[config.mk]
export PLATFORM = sky130hd
export DESIGN_NAME = utf8_repair_stream_core
export DESIGN_NICKNAME = d
export VERILOG_FILES = /design/src/design/utf8rs_pkg.sv /design/src/design/utf8rs_decode.sv /design/src/design/utf8_repair_stream_core.sv
export SDC_FILE = /design/constraint.sdc
export NUM_CORES = 1
export LEC_CHECK = 0
export BUFFER_PORTS_ARGS = -buffer_cell sky130_fd_sc_hd__buf_2
export CORE_UTILIZATION = 45
export DETAILED_ROUTE_END_ITERATION = 10
export PLACE_DENSITY = 0.67
export SYNTH_ARGS = -nofsm -noshare
export SYNTH_HDL_FRONTEND = slang
export SYNTH_HIERARCHICAL = 1
export SYNTH_SLANG_ARGS = --single-unit
[constraint.sdc]
create_clock -name clk -period 15.1 [get_ports clk]
set_clock_uncertainty 0.05 [all_clocks]
set_input_delay 1.51 -clock clk [delete_from_list [all_inputs] [get_ports clk]]
set_output_delay 1.51 -clock clk [all_outputs]
set_load 0.05 [all_outputs]
[src/design/utf8rs_pkg.sv]
// Shared types, constants and token expansion functions for the UTF-8 repair stream.
`timescale 1ns / 1ps

package utf8rs_pkg;

  localparam int MAX_TOKENS  = 5;
  localparam int MAX_RESULTS = 14;

  // Lead byte ranges for two, three and four byte sequences.
  localparam logic [7:0] LEAD2_LO = 8'hC2;
  localparam logic [7:0] LEAD2_HI = 8'hDF;
  localparam logic [7:0] LEAD3_LO = 8'hE0;
  localparam logic [7:0] LEAD3_HI = 8'hEF;
  localparam logic [7:0] LEAD4_LO = 8'hF0;
  localparam logic [7:0] LEAD4_HI = 8'hF4;

  // Lead bytes that narrow the range of the second byte.
  localparam logic [7:0] LEAD_E0 = 8'hE0;
  localparam logic [7:0] LEAD_ED = 8'hED;
  localparam logic [7:0] LEAD_F0 = 8'hF0;
  localparam logic [7:0] LEAD_F4 = 8'hF4;

  localparam logic [7:0] CONT_LO = 8'h80;
  localparam logic [7:0] CONT_HI = 8'hBF;

  // Replacement character U+FFFD.
  localparam logic [7:0] REPL_B0 = 8'hEF;
  localparam logic [7:0] REPL_B1 = 8'hBF;
  localparam logic [7:0] REPL_B2 = 8'hBD;

  // Stray bytes with a plain ASCII stand-in.
  localparam logic [7:0] STRAY_LSQUO = 8'h91;
  localparam logic [7:0] STRAY_RSQUO = 8'h92;
  localparam logic [7:0] STRAY_LDQUO = 8'h93;
  localparam logic [7:0] STRAY_RDQUO = 8'h94;
  localparam logic [7:0] STRAY_NDASH = 8'h96;
  localparam logic [7:0] STRAY_MDASH = 8'h97;
  localparam logic [7:0] STRAY_HELLIP = 8'h85;
  localparam logic [7:0] STRAY_TRADE = 8'h99;

  typedef enum logic [1:0] {
    TK_BYTE,   // one byte passed through as is
    TK_FFFD,   // the three bytes of U+FFFD
    TK_STRAY   // a stray byte, remapped
  } tok_kind_t;

  typedef struct packed {
    tok_kind_t  kind;
    logic [7:0] val;
  } token_t;

  typedef struct packed {
    logic [2:0][7:0] held;
    logic [1:0]      count;
    logic [2:0]      exp_len;
  } hold_state_t;

  typedef struct packed {
    token_t [MAX_TOKENS-1:0] tok;
    logic   [3:0]            total;  // output bytes of this item, at most MAX_RESULTS
  } tok_list_t;

  function automatic logic [2:0] tok_len(input token_t t);
    logic [2:0] len;
    len = 3'd3;
    case (t.kind)
      TK_BYTE: len = 3'd1;
      TK_FFFD: len = 3'd3;
      TK_STRAY: begin
        case (t.val)
          STRAY_LSQUO, STRAY_RSQUO, STRAY_LDQUO, STRAY_RDQUO,
          STRAY_NDASH, STRAY_MDASH: len = 3'd1;
          STRAY_HELLIP: len = 3'd3;
          STRAY_TRADE: len = 3'd4;
          default: len = 3'd3;
        endcase
      end
      default: len = 3'd3;
    endcase
    return len;
  endfunction

  function automatic logic [7:0] repl_byte(input logic [1:0] idx);
    logic [7:0] b;
    case (idx)
      2'd0: b = REPL_B0;
      2'd1: b = REPL_B1;
      default: b = REPL_B2;
    endcase
    return b;
  endfunction

  function automatic logic [7:0] tok_byte(input token_t t, input logic [1:0] idx);
    logic [7:0] b;
    b = repl_byte(idx);
    case (t.kind)
      TK_BYTE: b = t.val;
      TK_FFFD: b = repl_byte(idx);
      TK_STRAY: begin
        case (t.val)
          STRAY_LSQUO, STRAY_RSQUO: b = 8'h27;
          STRAY_LDQUO, STRAY_RDQUO: b = 8'h22;
          STRAY_NDASH, STRAY_MDASH: b = 8'h2D;
          STRAY_HELLIP: b = 8'h2E;
          STRAY_TRADE: begin
            case (idx)
              2'd0: b = 8'h28;
              2'd1: b = 8'h54;
              2'd2: b = 8'h4D;
              default: b = 8'h29;
            endcase
          end
          default: b = repl_byte(idx);
        endcase
      end
      default: b = repl_byte(idx);
    endcase
    return b;
  endfunction

endpackage

[src/design/utf8rs_decode.sv]
// Classifies one input byte against the held sequence and builds its output token list.
`timescale 1ns / 1ps

module utf8rs_decode (
  input  logic [7:0]             in_byte,
  input  logic                   in_last,
  input  utf8rs_pkg::hold_state_t st,
  output utf8rs_pkg::hold_state_t st_nxt,
  output utf8rs_pkg::tok_list_t   list
);
  import utf8rs_pkg::*;

  always_comb begin
    token_t [MAX_TOKENS-1:0] t;
    logic [2:0]  n;
    logic [7:0]  lo;
    logic [7:0]  hi;
    logic        cont_ok;
    logic        consumed;
    logic [2:0]  lead_len;
    logic [4:0]  sum;
    hold_state_t s;

    t        = '0;
    n        = 3'd0;
    s        = st;
    consumed = 1'b0;
    sum      = 5'd0;

    // Second-byte limits depend on the lead byte.
    lo = CONT_LO;
    hi = CONT_HI;
    if (st.count == 2'd1) begin
      case (st.held[0])
        LEAD_E0: lo = 8'hA0;
        LEAD_ED: hi = 8'h9F;
        LEAD_F0: lo = 8'h90;
        LEAD_F4: hi = 8'h8F;
        default: ;
      endcase
    end
    cont_ok = (in_byte >= lo) && (in_byte <= hi);

    if (in_byte >= LEAD2_LO && in_byte <= LEAD2_HI) begin
      lead_len = 3'd2;
    end else if (in_byte >= LEAD3_LO && in_byte <= LEAD3_HI) begin
      lead_len = 3'd3;
    end else if (in_byte >= LEAD4_LO && in_byte <= LEAD4_HI) begin
      lead_len = 3'd4;
    end else begin
      lead_len = 3'd0;
    end

    if (st.count != 2'd0) begin
      if (cont_ok) begin
        consumed = 1'b1;
        if (({1'b0, st.count} + 3'd1) >= st.exp_len) begin
          // Sequence complete: pass every held byte and this one.
          t[n] = '{kind: TK_BYTE, val: st.held[0]}; n = n + 3'd1;
          if (st.count >= 2'd2) begin
            t[n] = '{kind: TK_BYTE, val: st.held[1]}; n = n + 3'd1;
          end
          if (st.count == 2'd3) begin
            t[n] = '{kind: TK_BYTE, val: st.held[2]}; n = n + 3'd1;
          end
          t[n] = '{kind: TK_BYTE, val: in_byte}; n = n + 3'd1;
          s.count   = 2'd0;
          s.exp_len = 3'd0;
        end else begin
          if (st.count == 2'd1) begin
            s.held[1] = in_byte;
          end else begin
            s.held[2] = in_byte;
          end
          s.count = st.count + 2'd1;
        end
      end else begin
        // Broken sequence: lead becomes U+FFFD, continuations are remapped.
        t[n] = '{kind: TK_FFFD, val: st.held[0]}; n = n + 3'd1;
        if (st.count >= 2'd2) begin
          t[n] = '{kind: TK_STRAY, val: st.held[1]}; n = n + 3'd1;
        end
        if (st.count == 2'd3) begin
          t[n] = '{kind: TK_STRAY, val: st.held[2]}; n = n + 3'd1;
        end
        s.count   = 2'd0;
        s.exp_len = 3'd0;
      end
    end

    if (!consumed) begin
      if (!in_byte[7]) begin
        t[n] = '{kind: TK_BYTE, val: in_byte}; n = n + 3'd1;
      end else if (lead_len != 3'd0) begin
        s.held[0] = in_byte;
        s.count   = 2'd1;
        s.exp_len = lead_len;
      end else begin
        t[n] = '{kind: TK_STRAY, val: in_byte}; n = n + 3'd1;
      end
    end

    // At the end of the string a pending sequence is flushed as a broken one.
    if (in_last) begin
      if (s.count != 2'd0) begin
        t[n] = '{kind: TK_FFFD, val: s.held[0]}; n = n + 3'd1;
        if (s.count >= 2'd2) begin
          t[n] = '{kind: TK_STRAY, val: s.held[1]}; n = n + 3'd1;
        end
        if (s.count == 2'd3) begin
          t[n] = '{kind: TK_STRAY, val: s.held[2]}; n = n + 3'd1;
        end
      end
      s.count   = 2'd0;
      s.exp_len = 3'd0;
    end

    for (int i = 0; i < MAX_TOKENS; i++) begin
      if (3'(i) < n) begin
        sum = sum + {2'b00, tok_len(t[i])};
      end
    end

    st_nxt     = s;
    list.tok   = t;
    list.total = (sum > 5'(MAX_RESULTS)) ? 4'(MAX_RESULTS) : sum[3:0];
  end

endmodule

[src/design/utf8_repair_stream_core.sv]
// Top level of the streaming UTF-8 validator and repairer.
`timescale 1ns / 1ps

//  Channel  Ports                                          Direction  Moves
//  -------  ---------------------------------------------  ---------  -------------------------
//  in       in_valid, in_stall, in_byte, in_last           sink       one raw string byte
//  out      out_valid, out_stall, out_byte, out_run_last,  source     one repaired UTF-8 byte
//           out_text_end
//
// An input transfer is decoded in the same cycle against the held sequence state, and the
// bytes it causes are captured as a short list of tokens (pass byte, U+FFFD, remapped stray).
// The serializer then issues one output byte per cycle while out_stall is low; an item
// yields 0 to 14 result bytes, and items that only extend a held sequence issue none.
// The single output byte per cycle, held back by out_stall, is what bounds the rate.
// Reset (rst_n low, synchronous) clears the held sequence and drops any pending result.
// While a list is being issued the input stalls, except in the cycle its final byte transfers,
// so a new item follows the last byte of the previous one without a bubble.

module utf8_repair_stream_core (
  input  logic       clk,
  input  logic       rst_n,
  input  logic       in_valid,
  output logic       in_stall,
  input  logic [7:0] in_byte,
  input  logic       in_last,
  output logic       out_valid,
  input  logic       out_stall,
  output logic [7:0] out_byte,
  output logic       out_run_last,
  output logic       out_text_end
);
  import utf8rs_pkg::*;

  // Held multi-byte sequence.
  hold_state_t st_r;
  hold_state_t st_nxt;
  hold_state_t dec_st;
  tok_list_t   dec_list;

  // Token list being issued and the position within it.
  token_t [MAX_TOKENS-1:0] tok_r, tok_nxt;
  logic [2:0] cur_r, cur_nxt;     // token being issued
  logic [1:0] idx_r, idx_nxt;     // byte within that token
  logic [3:0] cnt_r, cnt_nxt;     // bytes already issued for this item
  logic [3:0] total_r, total_nxt; // bytes this item issues
  logic       last_r, last_nxt;
  logic       busy_r, busy_nxt;

  logic   in_xfer;
  logic   out_xfer;
  logic   fin;
  token_t cur_tok;

  utf8rs_decode u_decode (
    .in_byte (in_byte),
    .in_last (in_last),
    .st      (st_r),
    .st_nxt  (dec_st),
    .list    (dec_list)
  );

  assign cur_tok  = tok_r[cur_r];
  assign fin      = (cnt_r == (total_r - 4'd1));
  assign out_xfer = busy_r && !out_stall;
  assign in_stall = busy_r && !(out_xfer && fin);
  assign in_xfer  = in_valid && !in_stall;

  assign out_valid    = busy_r;
  assign out_byte     = tok_byte(cur_tok, idx_r);
  assign out_run_last = fin;
  assign out_text_end = fin && last_r;

  always_comb begin
    st_nxt    = st_r;
    tok_nxt   = tok_r;
    cur_nxt   = cur_r;
    idx_nxt   = idx_r;
    cnt_nxt   = cnt_r;
    total_nxt = total_r;
    last_nxt  = last_r;
    busy_nxt  = busy_r;

    // Step through the current list one byte per output transfer.
    if (out_xfer) begin
      if (fin) begin
        busy_nxt = 1'b0;
      end else begin
        cnt_nxt = cnt_r + 4'd1;
        if ({1'b0, idx_r} == (tok_len(cur_tok) - 3'd1)) begin
          cur_nxt = cur_r + 3'd1;
          idx_nxt = 2'd0;
        end else begin
          idx_nxt = idx_r + 2'd1;
        end
      end
    end

    // A new item updates the held state; only items with output load the list.
    if (in_xfer) begin
      st_nxt = dec_st;
      if (dec_list.total != 4'd0) begin
        tok_nxt   = dec_list.tok;
        total_nxt = dec_list.total;
        last_nxt  = in_last;
        cur_nxt   = 3'd0;
        idx_nxt   = 2'd0;
        cnt_nxt   = 4'd0;
        busy_nxt  = 1'b1;
      end
    end
  end

  always_ff @(posedge clk) begin
    if (!rst_n) begin
      st_r    <= '0;
      busy_r  <= 1'b0;
      cur_r   <= 3'd0;
      idx_r   <= 2'd0;
      cnt_r   <= 4'd0;
      total_r <= 4'd0;
    end else begin
      st_r    <= st_nxt;
      busy_r  <= busy_nxt;
      cur_r   <= cur_nxt;
      idx_r   <= idx_nxt;
      cnt_r   <= cnt_nxt;
      total_r <= total_nxt;
    end
  end

  // Payload registers.
  always_ff @(posedge clk) begin
    tok_r  <= tok_nxt;
    last_r <= last_nxt;
  end

endmodule
; After elaboration in Yosys (flattened, before gate mapping)
; Index checks and enable logic that the tools add are counted.
; Widths: inputs -> output; s select.
[totals]
latch_bits = 0
memories = 0
ram_bits = 0
romBits = 0
inputBits = 13
output_inout_bits = 12
elab_cells = 310
register_bits = 94
[op_classes]
muxes = 139
n_div = 0
bitwise = 0
n_mul = 0
eq_ne = 60
n_reduce_logical = 40
shift = 0
n_addsub = 18
n_lt_le_gt_ge = 32
[ops]
columns = cell, count
row1 = $mux 50, 17
row2 = $bwmux 50, 8
row3 = $eq 8x8->1 const B, 47
row4 = $demux 10 s3, 7
row5 = $mux 10, 14
row6 = $mux 3, 38
row7 = $pmux 3 s2, 12
row8 = $mux 16, 3
row9 = $mux 8, 5
row10 = $pmux 8 s5, 1
row11 = $mux 13, 3
row12 = $reduce_or 6->1, 6
row13 = $mux 5, 7
row14 = $lt 3x4->1 const B, 8
row15 = $bmux 10 s3, 1
row16 = $add 3x1->3 const B, 8
row17 = $ge 8x8->1 const B, 3
row18 = $le 8x8->1 const B, 3
row19 = $pmux 6 s2, 2
row20 = $ge 3x1->1 const B, 7
row21 = $pmux 7 s3, 1
row22 = $mux 4, 5
row23 = $eq 2x2->1 const B, 9
row24 = $logic_and 1x1->1, 16
row25 = 29 further kinds, 58

; Depth between registers and ports, before layout
; Gate-level depths: netlist (run 1).
[logic_depth]
depth_word = 51
ltp_mapped = 58
mapped_depth_nobuf = 55

; By module
; Netlist (run 1), hierarchy kept.
[modules_own_cells]
columns = module, cells_per_inst, area_each_um2, n_inst, seq_area_each_um2
row1 = utf8rs_decode, 732, 4695.8, 1, 0.0
row2 = utf8_repair_stream_core, 393, 4371.7, 1, 2392.3

; Worst setup path before layout (run 1)
; Ideal clock, no wire load.
[synth_path]
kind = input -> register
startpoint = in in_byte[4]
endpoint = reg last_r (enable)
arrival_time_ns = 11.941
slack_ns = 2.624
n_path_buf = 3
setup_time_ns = 0.485
required_ns = 14.565
path_stages = 46
path_cell_list = clkbuf_1 > inv_1 > ha_1 > nor2b_1 > a311oi_4 > nor2_1 > clkbuf_1 > nor2_1 > a21oi_1 > nor2_1 > ha_1 > o21ai_0 > a21oi_1 > nor2_1 > inv_1 > ha_1 > o211ai_1 > o32a_1 > [... 10 more ...] > mux2i_1 > fa_1 > a21oi_1 > mux2i_1 > fa_1 > o21ai_0 > a31o_2 > ha_1 > a21o_1 > a21oi_1 > nor3b_2 > xor2_2 > xnor2_1 > or4_1 > o221a_1 > or4_1 > nand2_1 > inv_1
[synth_rtl]
columns = item, line
row1 = from (decl), utf8_repair_stream_core.sv:24  ; input logic [7:0] in_byte,
row2 = to (signal assigned), utf8_repair_stream_core.sv:134  ; last_r <= last_nxt;
row3 = to (decl), utf8_repair_stream_core.sv:46  ; logic last_r, last_nxt;

==> results.py, run 1 <==
metrics = {
    "floorplanning": {
        "coreArea_mm2": 0.0196,
        "fp.dieH_um": 144,
        "dieArea_mm2": 0.0207,
        "rows": 51,
        "die-width_um": 144,
        "initial_core_util_pct": 46.3,
        "ios": 25,
    },
    "synthesis": {
        "synthArstFlopShare_pct": 0,
        "synth_nets": 1179,
        "synth_seq_area_share_pct": 26.4,
        "synthFlopType": "edfxtp_1",
        "syn-cell-area_mm2": 0.00907,
        "synth-edff-count": 51,
        "ys_ff_latch": 94,
        "synth_cells": 1125,
        "synth.yosys.warnings": 6,
        "avgSynthCellArea_um2": 8.06,
        "synth.distinct_cells": 107,
    },
    "critical_path": {
        "worstSetupPathType": "reg2reg",
        "timing.rr.start": "st_r[3]",
        "cp_slowest_stage_delay_ps": 860,
        "worst-path-max-fanout": 51,
        "slowest_stage": "a221oi_1",
        "critPathCaptureType": "flip-flop",
        "reg2reg_slack_ps": 1310,
        "crit_start": "st_r[3]",
        "worstPathRequired_ps": 15010,
        "crit_arrival_ps": 13690,
        "ff2ff_path_depth": 48,
        "r2r_end": "tok_r[16]",
        "critical_path.startpoint_type": "flip-flop",
    },
    "routing": {
        "vias_per_cell": 6.57,
        "finalWirelength_um": 31400,
        "antenna_left": 0,
        "first_pass_iters": 6,
        "drt_iter0_markers": 1003,
        "vias": 9105,
        "wl_per_cell_um": 22.7,
        "drc_errors": 0,
    },
    "worst_hold_path": {
        "min_to": "st_r[1]",
        "hp-class": "reg2reg",
        "hold_path_depth": 2,
        "min_from": "st_r[1]",
    },
    "sta": {
        "finalSetupViolCount": 0,
        "worstMarginPinSlew_ps": 1070,
        "slew_violations": 0,
        "fin_crit_sh_pct": 91.3,
        "rsz0062_at_grt": "no",
        "tns_ps": 0,
        "hold_violations": 0,
        "min_period_ps": 13790,
        "max_freq_mhz": 72.5,
        "relSlewSlack_pct": 28.1,
    },
    "clock_tree": {
        "clkLatencyLatePin_ps": 360,
        "cts_buffers": 9,
        "cts_resized": 0,
        "cts_tree": "done",
        "postCtsHoldBufs": 0,
        "clk_pin_slew_ps": 80,
        "htree_num_levels": 3,
        "post-cts-setup-buffers": 0,
        "cts_sinks": 94,
        "root_buffer": "clkbuf_16",
        "cts_buffer_depth": 2,
    },
    "layout": {
        "final_layout_size_suffix_gt1_share_pct": 10.8,
        "n_antenna_cell": 0,
        "syn2layout_area_growth_pct": 6.22,
        "fillers": 1931,
        "fin_nets": 1169,
        "stdcell_count": 1385,
    },
    "power": {
        "worst_ir_drop_vdd_uv": 51.8,
        "p_comb_share_pct": 28.1,
        "internal_power_uw": 477,
        "pwr_density_cell_mw_per_mm2": 76.5,
        "p_clk_share_pct": 31.7,
        "power_frac_seq_pct": 40.1,
        "switchingPower_uw": 260,
        "swShare_pct": 35.3,
        "leakage_uw": 0.00357,
    },
    "status": {
        "status": "complete, no violations",
    },
    "place": {
        "gp_congestion": 1.02,
        "dp_cells": 1369,
        "port_buffers": 24,
        "hpwl_um": 23800,
    },
    "job": {
        "maxCapViolations": 0,
    },
    "global_routing": {
        "grt_pass1_wl_um": 48200,
        "grt_antenna_before_repair": 0,
        "grt_max_degree": 52,
        "grt.overflow.total": 0,
        "track_usage_pct": 31.1,
        "first_global_vias": 8386,
    },
}
[cell type report]
cell class,count,area [um^2],area share (%)
Tap cell,265,332,3.44
Clock inverter,7,73.8,0.766
Inverter,67,251,2.61
Timing Repair Buffer,37,218,2.26
Clock buffer,9,225,2.34
Multi-Input combinational cell,906,6140,63.7
Sequential cell,94,2390,24.8
[metrics by stage]
step                instance area, um^2  setup WS (ps)  power, uW  util (%)  hold slack, ps
finish                             9630           1310        737      49.2             419
global route                       9630            388        770      49.2             456
CTS                                9630           1590        738      49.2             421
detailed placement                 9330           1640        504      47.6             409
global placement                   9330           1970        502      47.6             402
floorplan                          9070           2620        455         -             394
[cells in the final DEF, fill, tap and decap left out, drive strengths merged, types with 12 or more instances in the layout]
cell	instances
nand4	17
mux2i	35
inv	71
edfxtp	51
and3	15
o211ai	16
nand3	34
buf	37
a22oi	16
mux2	19
o21ai	60
o22ai	29
and2	12
nand2	160
dfxtp	43
a21boi	35
nor3	31
a21oi	76
a211oi	12
ha	37
nor2	88
[routing by layer]
layer	share of wire (%)	global-route usage (%)
met1	43	40.5
met2	44	48.4
met3	8.7	7.46
met4	4.4	14.3
met5	0	0
[critical path, delay by kind of cell, from the launching register on]
family          cells  cell delay, ps
simple gates       16            4040
compound gates     16            3840
fa+ha+maj           8            3310
buf+inv             4             900
flops               1             610
xor+xnor            2             320
mux                 2             240
[worst max-delay path by stage]
stage | to | slack [ps]
2_1_floorplan | last_r | 2620
3_3_place_gp | tok_r[20] | 1970
3_5_place_dp | tok_r[30] | 1640
4_1_cts | tok_r[30] | 1590
5_1_grt | tok_r[21] | 390
6_report | tok_r[16] | 1310
[cell usage after synthesis, drive strengths merged (15+ instances only)]
| cell | instances | area, um^2 |
|---|---|---|
| buf | 22 | 149 |
| nor2 | 88 | 348 |
| o21ai | 60 | 304 |
| inv | 67 | 251 |
| a21boi | 35 | 263 |
| nand3 | 34 | 175 |
| mux2 | 19 | 221 |
| nand4 | 17 | 121 |
| dfxtp | 43 | 861 |
| and3 | 15 | 93.8 |
| ha | 37 | 463 |
| a22oi | 16 | 125 |
| edfxtp | 51 | 1530 |
| nand2 | 160 | 601 |
| o211ai | 16 | 120 |
| o22ai | 29 | 181 |
| mux2i | 35 | 350 |
| nor3 | 31 | 193 |
| clkbuf | 36 | 135 |
| a21oi | 76 | 392 |
[registers in the layout, summed over array words and instances, names as in the netlist]
name and count:
st_r 29, out_valid 1, total_r 4, tok_r 50
cnt_r 4, cur_r 3, last_r 1, idx_r 2
[cell families after synthesis]
group                      count (synthesis)  share of synthesized area [%]
AOI/OAI and AO/OA                        377                           30.3
xor gates and xnor gates                  19                           2.07
adders and majority gates                 41                           5.99
buffers and inverters                    125                           5.91
DFF                                       94                           26.4
muxes                                     54                           6.31
other                                      1                         0.0414
and+or+nand+nor                          414                           23.0
[power groups by stage]
stage,Clock [uW],Combinational [uW],Sequential (uW)
after floorplan,0,155,300
after global placement,0,201,301
after detailed placement,0,203,302
after CTS,239,203,296
after global routing,248,224,298
final,234,207,296
(Power assumes the default switching activity.)
==> inputs of run 2 (changes only) <==
Settings changed: BUFFER_PORTS_ARGS -buffer_cell sky130_fd_sc_hd__buf_2 to -buffer_cell sky130_fd_sc_hd__clkbuf_2, CTS_BUF_LIST set to sky130_fd_sc_hd__clkbuf_2 sky130_fd_sc_hd__clkbuf_4 sky130_fd_sc_hd__clkbuf_8.
==> run 2 against run 1 <==
  * Sequential power is essentially flat
  * Via count is 0.68% higher
  * Highest routed layer unchanged
  * Largest cell class unchanged
  * Non-clock buffer count grew 2
==> results.py, run 2 (synthesis results as in run 1) <==
metrics = {
    "global_routing": {
        "busiest_layer": "met2",
        "grtUsageMet1_pct": 40.7,
        "grt.overflow.total": 0,
        "grtUsageMet3_pct": 6.66,
        "grt_pass1_wl_um": 49100,
        "track_usage_pct": 31.7,
        "grt_antenna_before_repair": 0,
        "use_met2_pct": 51.1,
        "grt_max_degree": 52,
        "first_global_vias": 8316,
    },
    "routing": {
        "drc_errors": 0,
        "finalWirelength_um": 32100,
        "vias": 9167,
        "vias_per_cell": 6.61,
        "first_pass_iters": 8,
        "drt_iter0_markers": 1174,
        "wl_per_cell_um": 23.1,
        "antenna_left": 0,
    },
    "worst_hold_path": {
        "hold_path_depth": 2,
        "hp-class": "reg2reg",
    },
    "floorplanning": {
        "coreArea_mm2": 0.0196,
        "rows": 51,
        "initial_core_util_pct": 46.3,
        "fp.dieH_um": 144,
        "ios": 25,
        "dieArea_mm2": 0.0207,
        "die-width_um": 144,
    },
    "place": {
        "port_buffers": 24,
        "gp_congestion": 1.04,
        "hpwl_um": 24300,
        "placed_cell_area_mm2": 0.00935,
    },
    "critical_path": {
        "worstPathRequired_ps": 15050,
        "critPathCaptureType": "flip-flop",
        "worstSetupPathType": "reg2reg",
        "critical-path-top-delay-family": "simple AND/OR/NAND/NOR gates",
        "cp_slowest_stage_delay_ps": 780,
        "path_depth": 48,
        "critical_path.startpoint_type": "flip-flop",
        "worst-path-max-fanout": 51,
        "slowest_stage": "a221oi_1",
        "ff2ff_path_depth": 48,
        "crit_arrival_ps": 13690,
        "cp_num_buf_inv": 4,
    },
    "clock_tree": {
        "postCtsHoldBufs": 0,
        "cts_resized": 0,
        "root_buffer": "clkbuf_8",
        "cts_tree": "done",
        "cts_buffers": 9,
        "cts_buffer_depth": 2,
        "post-cts-setup-buffers": 0,
        "clk_pin_slew_ps": 110,
        "cts_sinks": 94,
        "htree_num_levels": 3,
        "clkLatencyLatePin_ps": 390,
    },
    "sta": {
        "slew_violations": 0,
        "finalSetupViolCount": 0,
        "min_period_ps": 13750,
        "relSlewSlack_pct": 30.5,
        "tns_ps": 0,
        "worstMarginPinSlew_ps": 1040,
        "max_freq_mhz": 72.7,
        "hold_violations": 0,
        "rsz0062_at_grt": "no",
        "fin_crit_sh_pct": 91.0,
    },
    "layout": {
        "fillers": 1971,
        "register_area_mm2": 0.00239,
        "fin_area_mm2": 0.00954,
        "final_common_cell": "nand2_1",
        "syn2layout_area_growth_pct": 5.19,
        "largest_reg_flops": 50,
        "fin_nets": 1171,
        "largest_registers": "tok_r x50, st_r x29",
        "multiInputGateArea_mm2": 0.00614,
        "final_cell_mix": "nand2_1 (160), nor2_1 (85), a21oi_1 (73)",
        "n_antenna_cell": 0,
        "regMostFlops": "tok_r",
        "final_layout_size_suffix_gt1_share_pct": 11.0,
    },
    "power": {
        "internal_power_uw": 423,
        "leakage_uw": 0.00354,
        "p_clk_share_pct": 25.1,
        "pwr_density_cell_mw_per_mm2": 70.3,
        "worst_ir_drop_vdd_uv": 37.0,
        "switchingPower_uw": 248,
        "p_comb_share_pct": 30.7,
        "swShare_pct": 36.9,
        "power_frac_seq_pct": 44.2,
    },
    "status": {
        "status": "complete, no violations",
    },
    "job": {
        "maxCapViolations": 0,
    },
}
[run 2: layer usage]
metal	wire, um	vias to the layer above	part of all wire (%)
met5	0	-	0
met3	3080	106	9.6
met1	13300	4315	41
met2	14400	551	45
li1	-	4195	-
met4	1380	0	4.3
[run 2: worst paths after layout]
kind,startpoint,end,slack [ps]
setup / recovery,st_r[3],tok_r[27],1350
hold / removal,st_r[1],st_r[1],430
setup reg to reg,st_r[3],tok_r[27],1350
hold reg to reg,st_r[1],st_r[1],430
[run 2: power groups by stage]
stage / combinational [uW] / sequential (uW) / clock [uW]
finish: 206 / 296 / 168
global route: 224 / 298 / 182
CTS: 202 / 296 / 175
detailed placement: 201 / 302 / 0
global placement: 200 / 301 / 0
floorplan: 155 / 300 / 0
[run 2: area by class of cell]
| class | count | area share [%] |
|---|---|---|
| Sequential cell | 94 | 25.1 |
| Tap cell | 265 | 3.48 |
| Inverter | 67 | 2.64 |
| Multi-Input combinational cell | 906 | 64.4 |
| Timing Repair Buffer | 39 | 2.44 |
| Clock buffer | 9 | 1.30 |
| Clock inverter | 7 | 0.695 |
[run 2: tightest hold or removal path, stage by stage, from the launching register on]
cell and delay, ps:
dfxtp_1 330, nand2_1 50, a21boi_0 60
[run 2: per-stage QoR]
| stage | utilization (%) | setup slack, ps | hold slack (ps) | total power, uW | std cells |
|---|---|---|---|---|---|
| finish | 48.7 | 1350 | 432 | 670 | 1387 |
| global route | 48.7 | 428 | 453 | 704 | 1387 |
| floorplan | - | 2620 | 394 | 455 | 1125 |
| CTS | 48.7 | 1500 | 438 | 673 | 1387 |
| global placement | 47.7 | 1960 | 406 | 502 | 1371 |
| detailed placement | 47.7 | 1560 | 420 | 503 | 1371 |
==> inputs of run 3 (changes only) <==
Settings changed: CORE_MARGIN set to 5, CTS_BUF_LIST sky130_fd_sc_hd__clkbuf_2 sky130_fd_sc_hd__clkbuf_4 sky130_fd_sc_hd__clkbuf_8 to not set.
==> run 3 against run 2 <==
  * Register-to-register slack better by 30 ps
  * Core utilization down 0.53 points
  * Final area up 1.2%
  * Fmax up 0.20%
  * Combinational power about the same
  * Critical path depth unchanged
  * Die area up 11%
  * Total power up 10%
  * Critical endpoint is now tok_r[32]
==> results.py, run 3 (synthesis results as in run 1) <==
metrics = {
    "layout": {
        "final_layout_size_suffix_gt1_share_pct": 10.9,
        "largest_reg_flops": 50,
        "final_common_cell": "nand2_1",
        "fin_area_mm2": 0.00965,
        "regMostFlops": "tok_r",
        "final_cell_mix": "nand2_1 (160), nor2_1 (85), a21oi_1 (73)",
        "fin_nets": 1170,
        "largest_registers": "tok_r x50, st_r x29",
        "fillers": 2058,
        "n_antenna_cell": 0,
        "syn2layout_area_growth_pct": 6.43,
    },
    "routing": {
        "first_pass_iters": 7,
        "antenna_left": 0,
        "finalWirelength_um": 32800,
        "wl_per_cell_um": 23.6,
        "drc_errors": 0,
        "vias_per_cell": 6.50,
        "drt_iter0_markers": 982,
        "vias": 9046,
    },
    "place": {
        "port_buffers": 24,
        "hpwl_um": 25100,
        "gp_congestion": 1.01,
        "dp_slack_ps": 1640,
        "placed_cell_area_mm2": 0.00935,
    },
    "power": {
        "power_frac_seq_pct": 40.0,
        "finalPower_uw": 740,
        "p_clk_share_pct": 32.1,
        "leakage_uw": 0.00359,
        "worst_ir_drop_vdd_uv": 56.5,
        "internal_power_uw": 477,
        "swShare_pct": 35.6,
        "p_comb_share_pct": 27.9,
        "pwr_density_cell_mw_per_mm2": 76.7,
        "switchingPower_uw": 263,
    },
    "critical_path": {
        "cp_slowest_stage_delay_ps": 890,
        "crit_arrival_ps": 13630,
        "critical_path.startpoint_type": "flip-flop",
        "timing.rr.start": "st_r[3]",
        "worstPathRequired_ps": 15010,
        "critical-path-top-delay-family": "simple AND/OR/NAND/NOR gates",
        "r2r_end": "tok_r[32]",
        "slowest_stage": "a221oi_1",
        "worstSetupPathType": "reg2reg",
        "ff2ff_path_depth": 48,
        "critPathCaptureType": "flip-flop",
        "reg2reg_slack_ps": 1380,
        "cp_num_buf_inv": 4,
        "worst-path-max-fanout": 51,
    },
    "clock_tree": {
        "clkLatencyLatePin_ps": 370,
        "postCtsHoldBufs": 0,
        "cts_resized": 0,
        "root_buffer": "clkbuf_16",
        "cts_buffer_depth": 2,
        "clk_pin_slew_ps": 80,
        "post-cts-setup-buffers": 0,
        "htree_num_levels": 3,
        "cts_buffers": 9,
        "cts_tree": "done",
        "cts_sinks": 94,
    },
    "floorplanning": {
        "die-width_um": 152,
        "initial_core_util_pct": 45.2,
        "ios": 25,
        "coreArea_mm2": 0.0200,
        "dieArea_mm2": 0.0231,
        "fp.dieH_um": 152,
        "rows": 52,
    },
    "sta": {
        "layout_setup_ws_ps": 1380,
        "max_freq_mhz": 72.9,
        "min_period_ps": 13720,
        "slew_violations": 0,
        "fin_crit_sh_pct": 90.9,
        "fin_hold_ws_ps": 420,
        "tns_ps": 0,
        "relSlewSlack_pct": 31.8,
        "hold_violations": 0,
        "worstMarginPinSlew_ps": 1020,
        "finalSetupViolCount": 0,
        "rsz0062_at_grt": "no",
    },
    "global_routing": {
        "grt.overflow.total": 0,
        "grt_antenna_before_repair": 0,
        "track_usage_pct": 27.3,
        "grt_max_degree": 52,
        "grt_pass1_wl_um": 50200,
        "first_global_vias": 8367,
    },
    "worst_hold_path": {
        "hp-class": "reg2reg",
        "hold_path_depth": 2,
        "min_to": "st_r[1]",
        "min_from": "st_r[1]",
    },
    "job": {
        "maxCapViolations": 0,
    },
    "status": {
        "status": "complete, no violations",
    },
}
[run 3: cell types whose count changed in the layout (fill, tap and decap cells not counted), sizes merged]
cell / delta
clkinv: +2
buf: -1
clkinvlp: -1
inv: -1
[run 3: worst max-delay path by stage]
stage                          start   endpoint  depth (start not counted)
final                        st_r[3]  tok_r[32]                         48
after detailed placement     st_r[3]  tok_r[27]                         48
after floorplan           in_byte[4]     last_r                         46
after CTS                    st_r[3]  tok_r[12]                         48
after global routing         st_r[3]  tok_r[35]                         49
after global placement       st_r[3]  tok_r[44]                         48
[run 3: final cells by class]
class | instances | area (um^2) | share of cell area (%)
timing repair buffer | 38 | 225 | 2.33
sequential | 94 | 2390 | 24.8
clock inverter | 7 | 78.8 | 0.817
clock buffer | 9 | 225 | 2.33
tap | 270 | 338 | 3.50
multi-input combinational | 906 | 6140 | 63.6
inverter | 67 | 251 | 2.61
[run 3: worst register-to-register path, delay by kind of cell, from the launching register on]
kind	cells	cell delay, ps
buf+inv	4	870
compound gates	16	3880
mux	2	240
flops	1	600
fa+ha+maj	8	3330
simple gates	16	4020
xor+xnor	2	310
[run 3: metal layers]
| layer | GRT usage (%) | share of wire [%] |
|---|---|---|
| met3 | 5.75 | 9.0 |
| met1 | 35.5 | 41 |
| met2 | 44.5 | 45 |
| met4 | 10.9 | 4.6 |
| met5 | 0 | 0 |
[run 3: through the flow]
stage / util, % / instances
4_1_cts: 48.2 / 1391
6_report: 48.2 / 1391
2_1_floorplan: - / 1125
3_3_place_gp: 46.6 / 1375
5_1_grt: 48.2 / 1391
3_5_place_dp: 46.6 / 1375
[run 3: power by group through the flow]
| stage | Sequential (uW) | Combinational (uW) | Clock [uW] |
|---|---|---|---|
| final | 296 | 207 | 238 |
| after global routing | 298 | 224 | 251 |
| after CTS | 296 | 204 | 243 |
| after detailed placement | 302 | 203 | 0 |
| after global placement | 301 | 202 | 0 |
| after floorplan | 300 | 155 | 0 |
